--- src/rtl/core/tcpq_pkg.sv ---
// tcpq_pkg: shared types and constants for the two-class priority queue merger
// no dependencies; imported by tcpq_fifo, tcpq_ctrl and the top level
`timescale 1ns / 1ps

package tcpq_pkg;

    // ticket and field widths
    localparam int TICKET_W = 10;
    localparam int LIMIT_W  = 5;
    localparam int MOVED_W  = 5;
    localparam int SCOUNT_W = 5;
    localparam int QCOUNT_W = 7;

    // accepted ticket range
    localparam logic [TICKET_W-1:0] TICKET_MIN = 10'd100;
    localparam logic [TICKET_W-1:0] TICKET_MAX = 10'd999;

    // service limit after reset
    localparam logic [LIMIT_W-1:0] LIMIT_RESET = 5'd12;

    // default queue depths
    localparam int DEF_INPUT_DEPTH   = 64;
    localparam int DEF_SERVICE_DEPTH = 16;

    typedef enum logic [1:0] {
        OP_ENQ_NORMAL   = 2'd0,
        OP_ENQ_PRIORITY = 2'd1,
        OP_MERGE        = 2'd2,
        OP_DEQUEUE      = 2'd3
    } t_opcode;

    typedef enum logic [1:0] {
        STS_OK         = 2'd0,
        STS_BAD_TICKET = 2'd1,
        STS_FULL       = 2'd2,
        STS_EMPTY      = 2'd3
    } t_status;

    typedef enum logic [1:0] {
        ST_IDLE,
        ST_EXEC,
        ST_MERGE,
        ST_FIN
    } t_state;

    // command from the sequencer to one queue
    typedef struct packed {
        logic                push;
        logic                pop;
        logic [TICKET_W-1:0] wdata;
    } t_fifo_cmd;

    // fill flags from one queue
    typedef struct packed {
        logic empty;
        logic full;
    } t_fifo_stat;

endpackage

--- src/rtl/core/tcpq_fifo.sv ---
// tcpq_fifo: ring buffer of tickets with head, tail and count, registered read
// depends on tcpq_pkg for the command and flag structs
`timescale 1ns / 1ps

module tcpq_fifo
    import tcpq_pkg::*;
#(
    parameter int DEPTH = DEF_INPUT_DEPTH
) (
    input  logic                       i_clk,
    input  logic                       i_rst_n,
    input  t_fifo_cmd                  i_cmd,
    output t_fifo_stat                 o_stat,
    output logic [$clog2(DEPTH+1)-1:0] o_count,
    output logic [TICKET_W-1:0]        o_rdata
);

    localparam int AW = $clog2(DEPTH);
    localparam int CW = $clog2(DEPTH+1);

    logic [TICKET_W-1:0] r_mem [DEPTH];
    logic [TICKET_W-1:0] r_rdata;
    logic [AW-1:0]       r_head, n_head;
    logic [AW-1:0]       r_tail, n_tail;
    logic [CW-1:0]       r_count, n_count;

    // storage write at tail, registered read at head
    always_ff @(posedge i_clk) begin
        if (i_cmd.push) begin
            r_mem[r_tail] <= i_cmd.wdata;
        end
        if (i_cmd.pop) begin
            r_rdata <= r_mem[r_head];
        end
    end

    // pointer and count update with wrap at the last entry
    always_comb begin
        n_head  = r_head;
        n_tail  = r_tail;
        n_count = r_count;
        if (i_cmd.push) begin
            n_tail = (r_tail == AW'(DEPTH-1)) ? '0 : r_tail + 1'b1;
        end
        if (i_cmd.pop) begin
            n_head = (r_head == AW'(DEPTH-1)) ? '0 : r_head + 1'b1;
        end
        if (i_cmd.push && !i_cmd.pop) begin
            n_count = r_count + 1'b1;
        end else if (i_cmd.pop && !i_cmd.push) begin
            n_count = r_count - 1'b1;
        end
    end

    always_ff @(posedge i_clk) begin
        if (!i_rst_n) begin
            r_head  <= '0;
            r_tail  <= '0;
            r_count <= '0;
        end else begin
            r_head  <= n_head;
            r_tail  <= n_tail;
            r_count <= n_count;
        end
    end

    assign o_stat.empty = (r_count == '0);
    assign o_stat.full  = (r_count == CW'(DEPTH));
    assign o_count      = r_count;
    assign o_rdata      = r_rdata;

endmodule

--- src/rtl/core/tcpq_ctrl.sv ---
// tcpq_ctrl: sequencer that runs enqueue, merge and dequeue over the three queues
// depends on tcpq_pkg; drives tcpq_fifo commands and holds the result register
`timescale 1ns / 1ps

module tcpq_ctrl
    import tcpq_pkg::*;
#(
    parameter int INPUT_DEPTH   = DEF_INPUT_DEPTH,
    parameter int SERVICE_DEPTH = DEF_SERVICE_DEPTH
) (
    input  logic                               i_clk,
    input  logic                               i_rst_n,
    // request side
    input  logic                               i_req_valid,
    output logic                               o_req_ready,
    input  t_opcode                            i_req_op,
    input  logic [TICKET_W-1:0]                i_req_ticket,
    input  logic [LIMIT_W-1:0]                 i_limit,
    // queue interfaces
    output t_fifo_cmd                          o_nrm_cmd,
    output t_fifo_cmd                          o_pri_cmd,
    output t_fifo_cmd                          o_svc_cmd,
    input  t_fifo_stat                         i_nrm_stat,
    input  t_fifo_stat                         i_pri_stat,
    input  t_fifo_stat                         i_svc_stat,
    input  logic [$clog2(INPUT_DEPTH+1)-1:0]   i_nrm_count,
    input  logic [$clog2(INPUT_DEPTH+1)-1:0]   i_pri_count,
    input  logic [$clog2(SERVICE_DEPTH+1)-1:0] i_svc_count,
    input  logic [TICKET_W-1:0]                i_nrm_rdata,
    input  logic [TICKET_W-1:0]                i_pri_rdata,
    input  logic [TICKET_W-1:0]                i_svc_rdata,
    // result side
    output logic                               o_res_valid,
    input  logic                               i_res_ready,
    output t_status                            o_res_status,
    output logic [TICKET_W-1:0]                o_res_ticket,
    output logic [MOVED_W-1:0]                 o_res_moved,
    output logic [SCOUNT_W-1:0]                o_res_svc_count,
    output logic [QCOUNT_W-1:0]                o_res_nrm_count,
    output logic [QCOUNT_W-1:0]                o_res_pri_count
);

    localparam int SCW = $clog2(SERVICE_DEPTH+1);

    t_state              r_state, n_state;
    t_opcode             r_op, n_op;
    logic [TICKET_W-1:0] r_ticket, n_ticket;
    t_status             r_status, n_status;
    logic [SCW-1:0]      r_moved, n_moved;
    logic [SCW-1:0]      r_proj, n_proj;
    logic                r_push_v, n_push_v;
    logic                r_push_pri, n_push_pri;

    logic                r_o_valid;
    t_status             r_o_status;
    logic [TICKET_W-1:0] r_o_ticket;
    logic [MOVED_W-1:0]  r_o_moved;
    logic [SCOUNT_W-1:0] r_o_svc;
    logic [QCOUNT_W-1:0] r_o_nrm;
    logic [QCOUNT_W-1:0] r_o_pri;

    logic                w_ticket_ok;
    logic                w_issue;
    logic                w_load;
    logic [31:0]         w_moved32;
    logic [31:0]         w_svc32;
    logic [31:0]         w_nrm32;
    logic [31:0]         w_pri32;

    // one more ticket fits under the limit and the service queue depth and a source holds one
    assign w_issue = (32'(r_proj) < 32'(i_limit)) && (r_proj < SCW'(SERVICE_DEPTH))
                     && (!i_pri_stat.empty || !i_nrm_stat.empty);
    assign w_ticket_ok = (r_ticket >= TICKET_MIN) && (r_ticket <= TICKET_MAX);
    assign w_load = (r_state == ST_FIN) && (!r_o_valid || i_res_ready);

    // next state
    always_comb begin
        n_state = r_state;
        case (r_state)
            ST_IDLE: begin
                if (i_req_valid) begin
                    n_state = ST_EXEC;
                end
            end
            ST_EXEC: begin
                n_state = (r_op == OP_MERGE) ? ST_MERGE : ST_FIN;
            end
            ST_MERGE: begin
                if (!w_issue && !r_push_v) begin
                    n_state = ST_FIN;
                end
            end
            ST_FIN: begin
                if (w_load) begin
                    n_state = ST_IDLE;
                end
            end
            default: begin
                n_state = ST_IDLE;
            end
        endcase
    end

    // queue commands
    always_comb begin
        o_req_ready = 1'b0;
        o_nrm_cmd   = '0;
        o_pri_cmd   = '0;
        o_svc_cmd   = '0;
        o_nrm_cmd.wdata = r_ticket;
        o_pri_cmd.wdata = r_ticket;
        o_svc_cmd.wdata = r_push_pri ? i_pri_rdata : i_nrm_rdata;
        case (r_state)
            ST_IDLE: begin
                o_req_ready = 1'b1;
            end
            ST_EXEC: begin
                case (r_op)
                    OP_ENQ_NORMAL: begin
                        o_nrm_cmd.push = w_ticket_ok && !i_nrm_stat.full;
                    end
                    OP_ENQ_PRIORITY: begin
                        o_pri_cmd.push = w_ticket_ok && !i_pri_stat.full;
                    end
                    OP_DEQUEUE: begin
                        o_svc_cmd.pop = !i_svc_stat.empty;
                    end
                    default: begin
                    end
                endcase
            end
            ST_MERGE: begin
                // priority queue drains first; the pop data is registered and pushed in the cycle after the pop
                o_pri_cmd.pop  = w_issue && !i_pri_stat.empty;
                o_nrm_cmd.pop  = w_issue && i_pri_stat.empty;
                o_svc_cmd.push = r_push_v;
            end
            default: begin
            end
        endcase
    end

    // request and merge bookkeeping
    always_comb begin
        n_op       = r_op;
        n_ticket   = r_ticket;
        n_status   = r_status;
        n_moved    = r_moved;
        n_proj     = r_proj;
        n_push_v   = 1'b0;
        n_push_pri = r_push_pri;
        case (r_state)
            ST_IDLE: begin
                if (i_req_valid) begin
                    n_op     = i_req_op;
                    n_ticket = i_req_ticket;
                    n_status = STS_OK;
                    n_moved  = '0;
                end
            end
            ST_EXEC: begin
                n_proj = i_svc_count;
                case (r_op)
                    OP_ENQ_NORMAL: begin
                        if (!w_ticket_ok) begin
                            n_status = STS_BAD_TICKET;
                        end else if (i_nrm_stat.full) begin
                            n_status = STS_FULL;
                        end
                    end
                    OP_ENQ_PRIORITY: begin
                        if (!w_ticket_ok) begin
                            n_status = STS_BAD_TICKET;
                        end else if (i_pri_stat.full) begin
                            n_status = STS_FULL;
                        end
                    end
                    OP_DEQUEUE: begin
                        if (i_svc_stat.empty) begin
                            n_status = STS_EMPTY;
                        end
                    end
                    default: begin
                    end
                endcase
            end
            ST_MERGE: begin
                if (w_issue) begin
                    n_proj     = r_proj + 1'b1;
                    n_moved    = r_moved + 1'b1;
                    n_push_v   = 1'b1;
                    n_push_pri = !i_pri_stat.empty;
                end
            end
            default: begin
            end
        endcase
    end

    always_ff @(posedge i_clk) begin
        if (!i_rst_n) begin
            r_state  <= ST_IDLE;
            r_push_v <= 1'b0;
        end else begin
            r_state  <= n_state;
            r_push_v <= n_push_v;
        end
    end

    always_ff @(posedge i_clk) begin
        r_op       <= n_op;
        r_ticket   <= n_ticket;
        r_status   <= n_status;
        r_moved    <= n_moved;
        r_proj     <= n_proj;
        r_push_pri <= n_push_pri;
    end

    // counts masked to the result field widths
    assign w_moved32 = 32'(r_moved);
    assign w_svc32   = 32'(i_svc_count);
    assign w_nrm32   = 32'(i_nrm_count);
    assign w_pri32   = 32'(i_pri_count);

    // result register
    always_ff @(posedge i_clk) begin
        if (!i_rst_n) begin
            r_o_valid <= 1'b0;
        end else if (w_load) begin
            r_o_valid <= 1'b1;
        end else if (i_res_ready) begin
            r_o_valid <= 1'b0;
        end
    end

    always_ff @(posedge i_clk) begin
        if (w_load) begin
            r_o_status <= r_status;
            r_o_ticket <= (r_op == OP_DEQUEUE && r_status == STS_OK) ? i_svc_rdata : '0;
            r_o_moved  <= w_moved32[MOVED_W-1:0];
            r_o_svc    <= w_svc32[SCOUNT_W-1:0];
            r_o_nrm    <= w_nrm32[QCOUNT_W-1:0];
            r_o_pri    <= w_pri32[QCOUNT_W-1:0];
        end
    end

    assign o_res_valid     = r_o_valid;
    assign o_res_status    = r_o_status;
    assign o_res_ticket    = r_o_ticket;
    assign o_res_moved     = r_o_moved;
    assign o_res_svc_count = r_o_svc;
    assign o_res_nrm_count = r_o_nrm;
    assign o_res_pri_count = r_o_pri;

endmodule

--- src/rtl/core/two_class_priority_queue_merger.sv ---
// two_class_priority_queue_merger: top level with the limit register and stream packing
// depends on tcpq_pkg, tcpq_fifo and tcpq_ctrl
//
// channel  | direction | payload
// s_axis   | in        | tuser opcode, tdata ticket
// m_axis   | out       | tuser status, tdata ticket_out and the four counts
// cfg      | in        | service_limit, written when i_cfg_we is high
//
// enqueue and dequeue pass through the EXEC and FIN states from accept to result; a
// merge passes through EXEC, MERGE and FIN, one ticket moved per cycle by the
// pop/push pair between an input queue and the service queue.
// one request is in work at a time; the next is taken while a result waits.
// reset clears all queue pointers and counts and sets the limit to 12.
`timescale 1ns / 1ps

module two_class_priority_queue_merger
    import tcpq_pkg::*;
#(
    parameter int INPUT_DEPTH   = DEF_INPUT_DEPTH,
    parameter int SERVICE_DEPTH = DEF_SERVICE_DEPTH
) (
    input  logic               i_clk,
    input  logic               i_rst_n,
    // request stream
    input  logic               s_axis_tvalid,
    output logic               s_axis_tready,
    input  logic [15:0]        s_axis_tdata,   // [9:0] ticket, [15:10] zero
    input  logic [1:0]         s_axis_tuser,   // [1:0] opcode
    // result stream
    output logic               m_axis_tvalid,
    input  logic               m_axis_tready,
    output logic [39:0]        m_axis_tdata,   // [9:0] ticket_out, [14:10] moved_count,
                                               // [19:15] service_count,
                                               // [26:20] normal_count,
                                               // [33:27] priority_count, [39:34] zero
    output logic [1:0]         m_axis_tuser,   // [1:0] status
    // limit register
    input  logic               i_cfg_we,
    input  logic [LIMIT_W-1:0] i_cfg_wdata
);

    localparam int ICW = $clog2(INPUT_DEPTH+1);
    localparam int SCW = $clog2(SERVICE_DEPTH+1);

    logic [LIMIT_W-1:0]  r_limit;

    t_fifo_cmd           w_nrm_cmd, w_pri_cmd, w_svc_cmd;
    t_fifo_stat          w_nrm_stat, w_pri_stat, w_svc_stat;
    logic [ICW-1:0]      w_nrm_count, w_pri_count;
    logic [SCW-1:0]      w_svc_count;
    logic [TICKET_W-1:0] w_nrm_rdata, w_pri_rdata, w_svc_rdata;

    t_status             w_status;
    logic [TICKET_W-1:0] w_ticket_out;
    logic [MOVED_W-1:0]  w_moved;
    logic [SCOUNT_W-1:0] w_svc_out;
    logic [QCOUNT_W-1:0] w_nrm_out;
    logic [QCOUNT_W-1:0] w_pri_out;

    // service limit register
    always_ff @(posedge i_clk) begin
        if (!i_rst_n) begin
            r_limit <= LIMIT_RESET;
        end else if (i_cfg_we) begin
            r_limit <= i_cfg_wdata;
        end
    end

    tcpq_fifo #(.DEPTH(INPUT_DEPTH)) u_nrm_fifo (
        .i_clk   (i_clk),
        .i_rst_n (i_rst_n),
        .i_cmd   (w_nrm_cmd),
        .o_stat  (w_nrm_stat),
        .o_count (w_nrm_count),
        .o_rdata (w_nrm_rdata)
    );

    tcpq_fifo #(.DEPTH(INPUT_DEPTH)) u_pri_fifo (
        .i_clk   (i_clk),
        .i_rst_n (i_rst_n),
        .i_cmd   (w_pri_cmd),
        .o_stat  (w_pri_stat),
        .o_count (w_pri_count),
        .o_rdata (w_pri_rdata)
    );

    tcpq_fifo #(.DEPTH(SERVICE_DEPTH)) u_svc_fifo (
        .i_clk   (i_clk),
        .i_rst_n (i_rst_n),
        .i_cmd   (w_svc_cmd),
        .o_stat  (w_svc_stat),
        .o_count (w_svc_count),
        .o_rdata (w_svc_rdata)
    );

    tcpq_ctrl #(
        .INPUT_DEPTH   (INPUT_DEPTH),
        .SERVICE_DEPTH (SERVICE_DEPTH)
    ) u_ctrl (
        .i_clk           (i_clk),
        .i_rst_n         (i_rst_n),
        .i_req_valid     (s_axis_tvalid),
        .o_req_ready     (s_axis_tready),
        .i_req_op        (t_opcode'(s_axis_tuser)),
        .i_req_ticket    (s_axis_tdata[TICKET_W-1:0]),
        .i_limit         (r_limit),
        .o_nrm_cmd       (w_nrm_cmd),
        .o_pri_cmd       (w_pri_cmd),
        .o_svc_cmd       (w_svc_cmd),
        .i_nrm_stat      (w_nrm_stat),
        .i_pri_stat      (w_pri_stat),
        .i_svc_stat      (w_svc_stat),
        .i_nrm_count     (w_nrm_count),
        .i_pri_count     (w_pri_count),
        .i_svc_count     (w_svc_count),
        .i_nrm_rdata     (w_nrm_rdata),
        .i_pri_rdata     (w_pri_rdata),
        .i_svc_rdata     (w_svc_rdata),
        .o_res_valid     (m_axis_tvalid),
        .i_res_ready     (m_axis_tready),
        .o_res_status    (w_status),
        .o_res_ticket    (w_ticket_out),
        .o_res_moved     (w_moved),
        .o_res_svc_count (w_svc_out),
        .o_res_nrm_count (w_nrm_out),
        .o_res_pri_count (w_pri_out)
    );

    // result packing
    assign m_axis_tuser = w_status;
    assign m_axis_tdata = {6'd0, w_pri_out, w_nrm_out, w_svc_out, w_moved, w_ticket_out};

endmodule
--- config.mk ---
export PLATFORM = sky130hd
export DESIGN_NAME = two_class_priority_queue_merger
export DESIGN_NICKNAME = d
export VERILOG_FILES = /design/src/rtl/core/tcpq_pkg.sv /design/src/rtl/core/tcpq_fifo.sv /design/src/rtl/core/tcpq_ctrl.sv /design/src/rtl/core/two_class_priority_queue_merger.sv
export SDC_FILE = /design/constraint.sdc
export NUM_CORES = 2
export LEC_CHECK = 0
export BUFFER_PORTS_ARGS = -buffer_cell sky130_fd_sc_hd__buf_2
export CAP_MARGIN = 20
export CORE_MARGIN = 3
export CORE_UTILIZATION = 48
export CTS_BUF_LIST = sky130_fd_sc_hd__clkbuf_8 sky130_fd_sc_hd__clkbuf_16
export DETAILED_ROUTE_END_ITERATION = 7
export PLACE_DENSITY = 0.63
export SYNTH_ARGS = -nofsm -noshare
export SYNTH_HDL_FRONTEND = slang
export SYNTH_HIERARCHICAL = 1
export SYNTH_SLANG_ARGS = --single-unit
--- constraint.sdc ---
create_clock -name i_clk -period 7.4 [get_ports i_clk]
set_clock_uncertainty 0.2 [all_clocks]
set_input_delay 1.48 -clock i_clk [delete_from_list [all_inputs] [get_ports i_clk]]
set_output_delay 1.48 -clock i_clk [all_outputs]
set_load 0.05 [all_outputs]
# Yosys cells after proc, flatten, opt, wreduce, memory -nomap -nowiden
# Memories as Yosys holds them, arrays and structs flattened. A register that Yosys moved wholly into a read port is not among the register bits.
# Index checks and enable logic that the tools add are counted.
op_classes:
  addsub: 14
  multipliers: 0
  div_mod_pow: 0
  magnitude_cmp: 4
  n_eq_ne: 22
  shifts: 0
  mux: 50
  n_bitwise: 0
  n_reduce_logical: 52
ops:
  columns: ["op", "n"]
  rows:
  - ["$mux W7", 4]
  - ["$mux W5", 5]
  - ["$add A6 B1 Y6 const B", 4]
  - ["$eq A6 B6 Y1 const B", 4]
  - ["$mux W6", 4]
  - ["$mux W1", 20]
  - ["$pmux W5 S2", 2]
  - ["$mux W2", 9]
  - ["$logic_and A1 B1 Y1", 16]
  - ["$add A5 B1 Y5 const B", 3]
  - ["$add A7 B1 Y7 const B", 2]
  - ["$eq A7 B7 Y1 const B", 2]
  - ["$logic_not A1 Y1", 14]
  - ["$logic_not A7 Y1", 2]
  - ["$reduce_bool A2 Y1", 7]
  - ["$sub A7 B1 Y7 const B", 2]
  - ["$ne A4 B3 Y1 const B", 3]
  - ["$ge A10 B7 Y1 const B", 1]
  - ["$le A10 B10 Y1 const B", 1]
  - ["$mux W10", 1]
  - ["$add A4 B1 Y4 const B", 2]
  - ["$eq A2 B2 Y1 const B", 4]
  - ["$eq A4 B4 Y1 const B", 2]
  - ["$mux W4", 2]
  - ["other kinds (16)", 26]
totals:
  reg_bits: 121
  latchBits: 0
  ram_bits: 1440
  mem_bits_ro: 0
  in_bits: 28
  out_inout_bits: 44
  wordCells: 170
  memories: 3
mem_list:
  columns: ["name", "depth", "word_bits", "read_ports", "rd_ports_with_merged_regs", "wr", "line", "text"]
  rows:
  - ["u_nrm_fifo.r_mem", 64, 10, 1, 1, 1, "tcpq_fifo.sv:21", "logic [TICKET_W-1:0] r_mem [DEPTH];"]
  - ["u_pri_fifo.r_mem", 64, 10, 1, 1, 1, "tcpq_fifo.sv:21", null]
  - ["u_svc_fifo.r_mem", 16, 10, 1, 1, 1, "tcpq_fifo.sv:21", null]

# Longest topological paths before layout
depth:
  depth_word: 9
  ltp_mapped: 16
  depth_no_buf: 16

# Modules after synthesis
# Netlist, hierarchy kept.
by_module_without_submodules:
  columns: ["mod", "instances", "cells_per_inst", "area_per_inst_um2", "seq_area_each_um2"]
  rows:
  - ["tcpq_fifo (u_pri_fifo)", 1, 1269, 26108.8, 19899.1]
  - ["tcpq_fifo (u_nrm_fifo)", 1, 1251, 26103.8, 19899.1]
  - ["tcpq_fifo (u_svc_fifo)", 1, 363, 7159.4, 5365.1]
  - ["tcpq_ctrl", 1, 190, 2800.2, 1911.8]
  - ["two_class_priority_queue_merger", 1, 23, 236.5, 100.1]

# Worst setup path before layout
# No wires, ideal clock.
synth_path:
  path_type: "reg-to-reg"
  startpoint: "register u_ctrl.r_ticket[6]"
  endpoint: "memory u_nrm_fifo.r_mem[40][0], enable pin"
  setup_time_ns: 0.390
  arrival_time_ns: 3.449
  t_required_ns: 6.810
  setup_slack_ns: 3.361
  stages_incl_launch_ff: 10
  path_buffers: 1
  synth_period_minus_slack_ns: 4.039
  path_cell_list: "edfxtp_1 o311ai_0 a21oi_1 nand3b_1 nor3_1 buf_1 nand2_1 nor2_1 nand2_1 nor3_1"
synth_lines:
  columns: ["element", "line", "text"]
  rows:
  - ["start: declaration", "tcpq_ctrl.sv:47", "logic [TICKET_W-1:0] r_ticket, n_ticket;"]
  - ["start signal: assignment", "tcpq_ctrl.sv:212", "r_ticket <= n_ticket;"]
  - ["end: declaration", "tcpq_fifo.sv:21", null]

==> flow_summary_export.csv <==
group,metric,value,unit
outcome,status,"finished clean",
critical_path,worstSetupEndpoint,"u_pri_fifo/r_mem[39][0]$_DFFE_PP_",
power_and_ir_drop,p_leak,0.02175,µW
hold_path,hold_path.class,"reg2reg",
die,coreArea,128300,µm²
critical_path,reg2reg_setup_slack,2.08,ns
critical_path,crit_type,"reg2reg",
critical_path,critPathMaxStageDelay,1.15,ns
place,port-buffer-count,59,
die,pin_count,72,
clocking,cts_buffer_depth,3,
die,rows,131,
place,gp_congestion,0.8612,
place,dp_cells,4755,
drt,drc,0,
power_and_ir_drop,power.density,288.8,nW/µm²
critical_path,r2r_cells,7,
global_route,grt.overflow.total,0,
drt,num_vias,30370,
timing,min_period,5.316,ns
flow_run,cap_violations,0,
final_layout,layout-drive-gt1-share,20.97,%
drt,wirelength,134900,µm
clocking,cts_sinks,1591,
drt,dr.first_iter.drc_count,3142,
timing,hold_viol_final,0,
drt,drt-vias-per-instance,5.994,
critical_path,critPathCaptureType,"register",
critical_path,cp_max_fo,18,
critical_path,path_cells,"buf_4 -> o311ai_0 -> a21oi_1 -> nand3b_1 -> nor2_1 -> nand4_1 -> nor2_1",
final_layout,final_cells,5067,
timing,setup_viol,0,
critical_path,r2r_start,"u_ctrl/r_ticket[5]$_DFFE_PP_",
power_and_ir_drop,power,20120,µW
clocking,cts-root-buf,"clkbuf_16",
drt,wl_per_cell,26.63,µm
yosys,yosysWarnings,6,
critical_path,slowest_stage,"nor2_1",
clocking,numCtsBuffers,160,
timing,finalMaxSlewViolations,0,
power_and_ir_drop,peakVddDrop,0.0002683,V
critical_path,arrival,5.50,ns
yosys,avgSynthCellArea,20.16,µm²
clocking,insertion_delay,0.78,ns
drt,postRouteAntennaNets,0,
critical_path,cp-startpoint,"u_ctrl/r_ticket[5]$_DFFE_PP_",
critical_path,start_kind,"register",
global_route,grt_usage,20.08,%
final_layout,antenna_cells,0,
die,initial_core_util,48.62,%
die,dieArea,134400,µm²
critical_path,cp.required,7.58,ns
clocking,cts_hold_buf,0,
clocking,cts_htree_levels,4,
global_route,grt_first_pass_wirelength,202300,µm
timing,fin_worst_hold_slack,0.2670,ns
die,die_w,366.6,µm
clocking,cts_tree,"done",
die,die_h,366.6,µm
final_layout,nets,3275,
global_route,grt_max_degree,113,
timing,finalSetupTns,0,ns
timing,worst_pin_slew,1.146,ns
global_route,grt_pass1_vias,30830,
timing,rsz0062_at_grt,"no",
yosys,syn_area,62400,µm²
timing,max_slew_margin,23.63,%
critical_path,path_common_cell,"nor2_1",
timing,fin_crit_sh,71.84,%
yosys,synth_cells,3095,
timing,fmax,188.1,MHz
clocking,post_cts_buffers,0,
drt,drtPass1Iterations,5,
clocking,clkTransAtPathRegs,0.06,ns
global_route,grt_antenna_before_repair,0,
final_layout,final_util,54.29,%
final_layout,syn_to_final_growth,11.65,%
critical_path,r2r_end,"u_pri_fifo/r_mem[39][0]$_DFFE_PP_",
place,place_hpwl,81700,µm
clocking,cts_resized,0,
## cell usage in the layout, fill, tap and decap left out, types with 15 or more instances in the layout
master     count
and2_1        50
mux2i_1       99
a22oi_1       54
nand2_1       81
nor2b_1       37
ha_1          35
o221ai_1      32
xnor2_1       20
a22o_1        50
dfxtp_1       53
nand3_1       30
o22ai_1       26
mux4_2       300
clkinv_1      33
a221oi_1      28
buf_2         59
inv_1         65
nor2_1       172
mux4_1        20
edfxtp_1    1531
clkinv_2      21
a211o_1       16
clkbuf_16    164
a21oi_1       30
a211oi_1      34
buf_4         59
o21ai_0       15
## state kept, by name, summed over array words and instances, names as in the netlist, 10 cells and up
signal,count
u_ctrl/o_res_ticket,10
u_pri_fifo/o_rdata,10
u_svc_fifo/o_rdata,10
u_pri_fifo/r_mem,640
u_nrm_fifo/r_mem,640
u_ctrl/r_ticket,10
u_nrm_fifo/o_rdata,10
u_svc_fifo/r_mem,160
## stage by stage
step / setup slack [ns] / instance area [µm²]
after floorplan: 3.361 / 62420
after global placement: 2.253 / 64200
after detailed placement: 1.950 / 64270
after CTS: 1.923 / 69390
after global routing: 1.907 / 69670
final: 2.084 / 69670
## worst min path at each step
stage,slack (ns),cells past startpoint,to,start
after floorplan,0.23,0,u_ctrl/o_res_status[0]$_DFFE_PP_,u_ctrl/r_status[0]$_SDFFCE_PN0P_
after global placement,0.26,0,u_ctrl/o_res_status[1]$_DFFE_PP_,u_ctrl/r_status[1]$_SDFFCE_PN0P_
after detailed placement,0.26,0,u_ctrl/o_res_status[1]$_DFFE_PP_,u_ctrl/r_status[1]$_SDFFCE_PN0P_
after CTS,0.27,0,u_ctrl/o_res_status[1]$_DFFE_PP_,u_ctrl/r_status[1]$_SDFFCE_PN0P_
after global routing,0.28,0,u_ctrl/o_res_status[1]$_DFFE_PP_,u_ctrl/r_status[1]$_SDFFCE_PN0P_
final,0.27,0,u_ctrl/o_res_status[1]$_DFFE_PP_,u_ctrl/r_status[1]$_SDFFCE_PN0P_
## critical path, delay by kind of cell, from the launching register on
| family | cells | cell delay [ns] |
|---|---|---|
| and+or+nand+nor | 4 | 2.96 |
| DFF | 1 | 0.80 |
| AOI/OAI and AO/OA | 2 | 0.57 |
| buffers and inverters | 1 | 0.35 |
## where the power goes
group          switching, µW  internal [µW]  leakage (µW)
Clock                   3290           4500       0.00266
Combinational           1170            551       0.00482
Sequential               172          10400        0.0143
## layout make-up
cell class	instances	area, µm²
fillers	9726	58670
flip-flops and latches	1591	47190
repair buffers	131	1016
inverters	26	97.59
clock buffers	170	4187
multi-input cells	1299	14090
well taps	1729	2163
clock inverters	121	924.6
## metal layers
metal / track usage [%] / share of wire, % / up-vias
li1: - / - / 13020
met1: 28.10 / 41 / 16030
met2: 32.22 / 49 / 1094
met3: 3.743 / 6.9 / 223
met4: 6.428 / 2.8 / 0
met5: 0 / 0 / -
No activity file was read; power rests on OpenSTA's default activity.
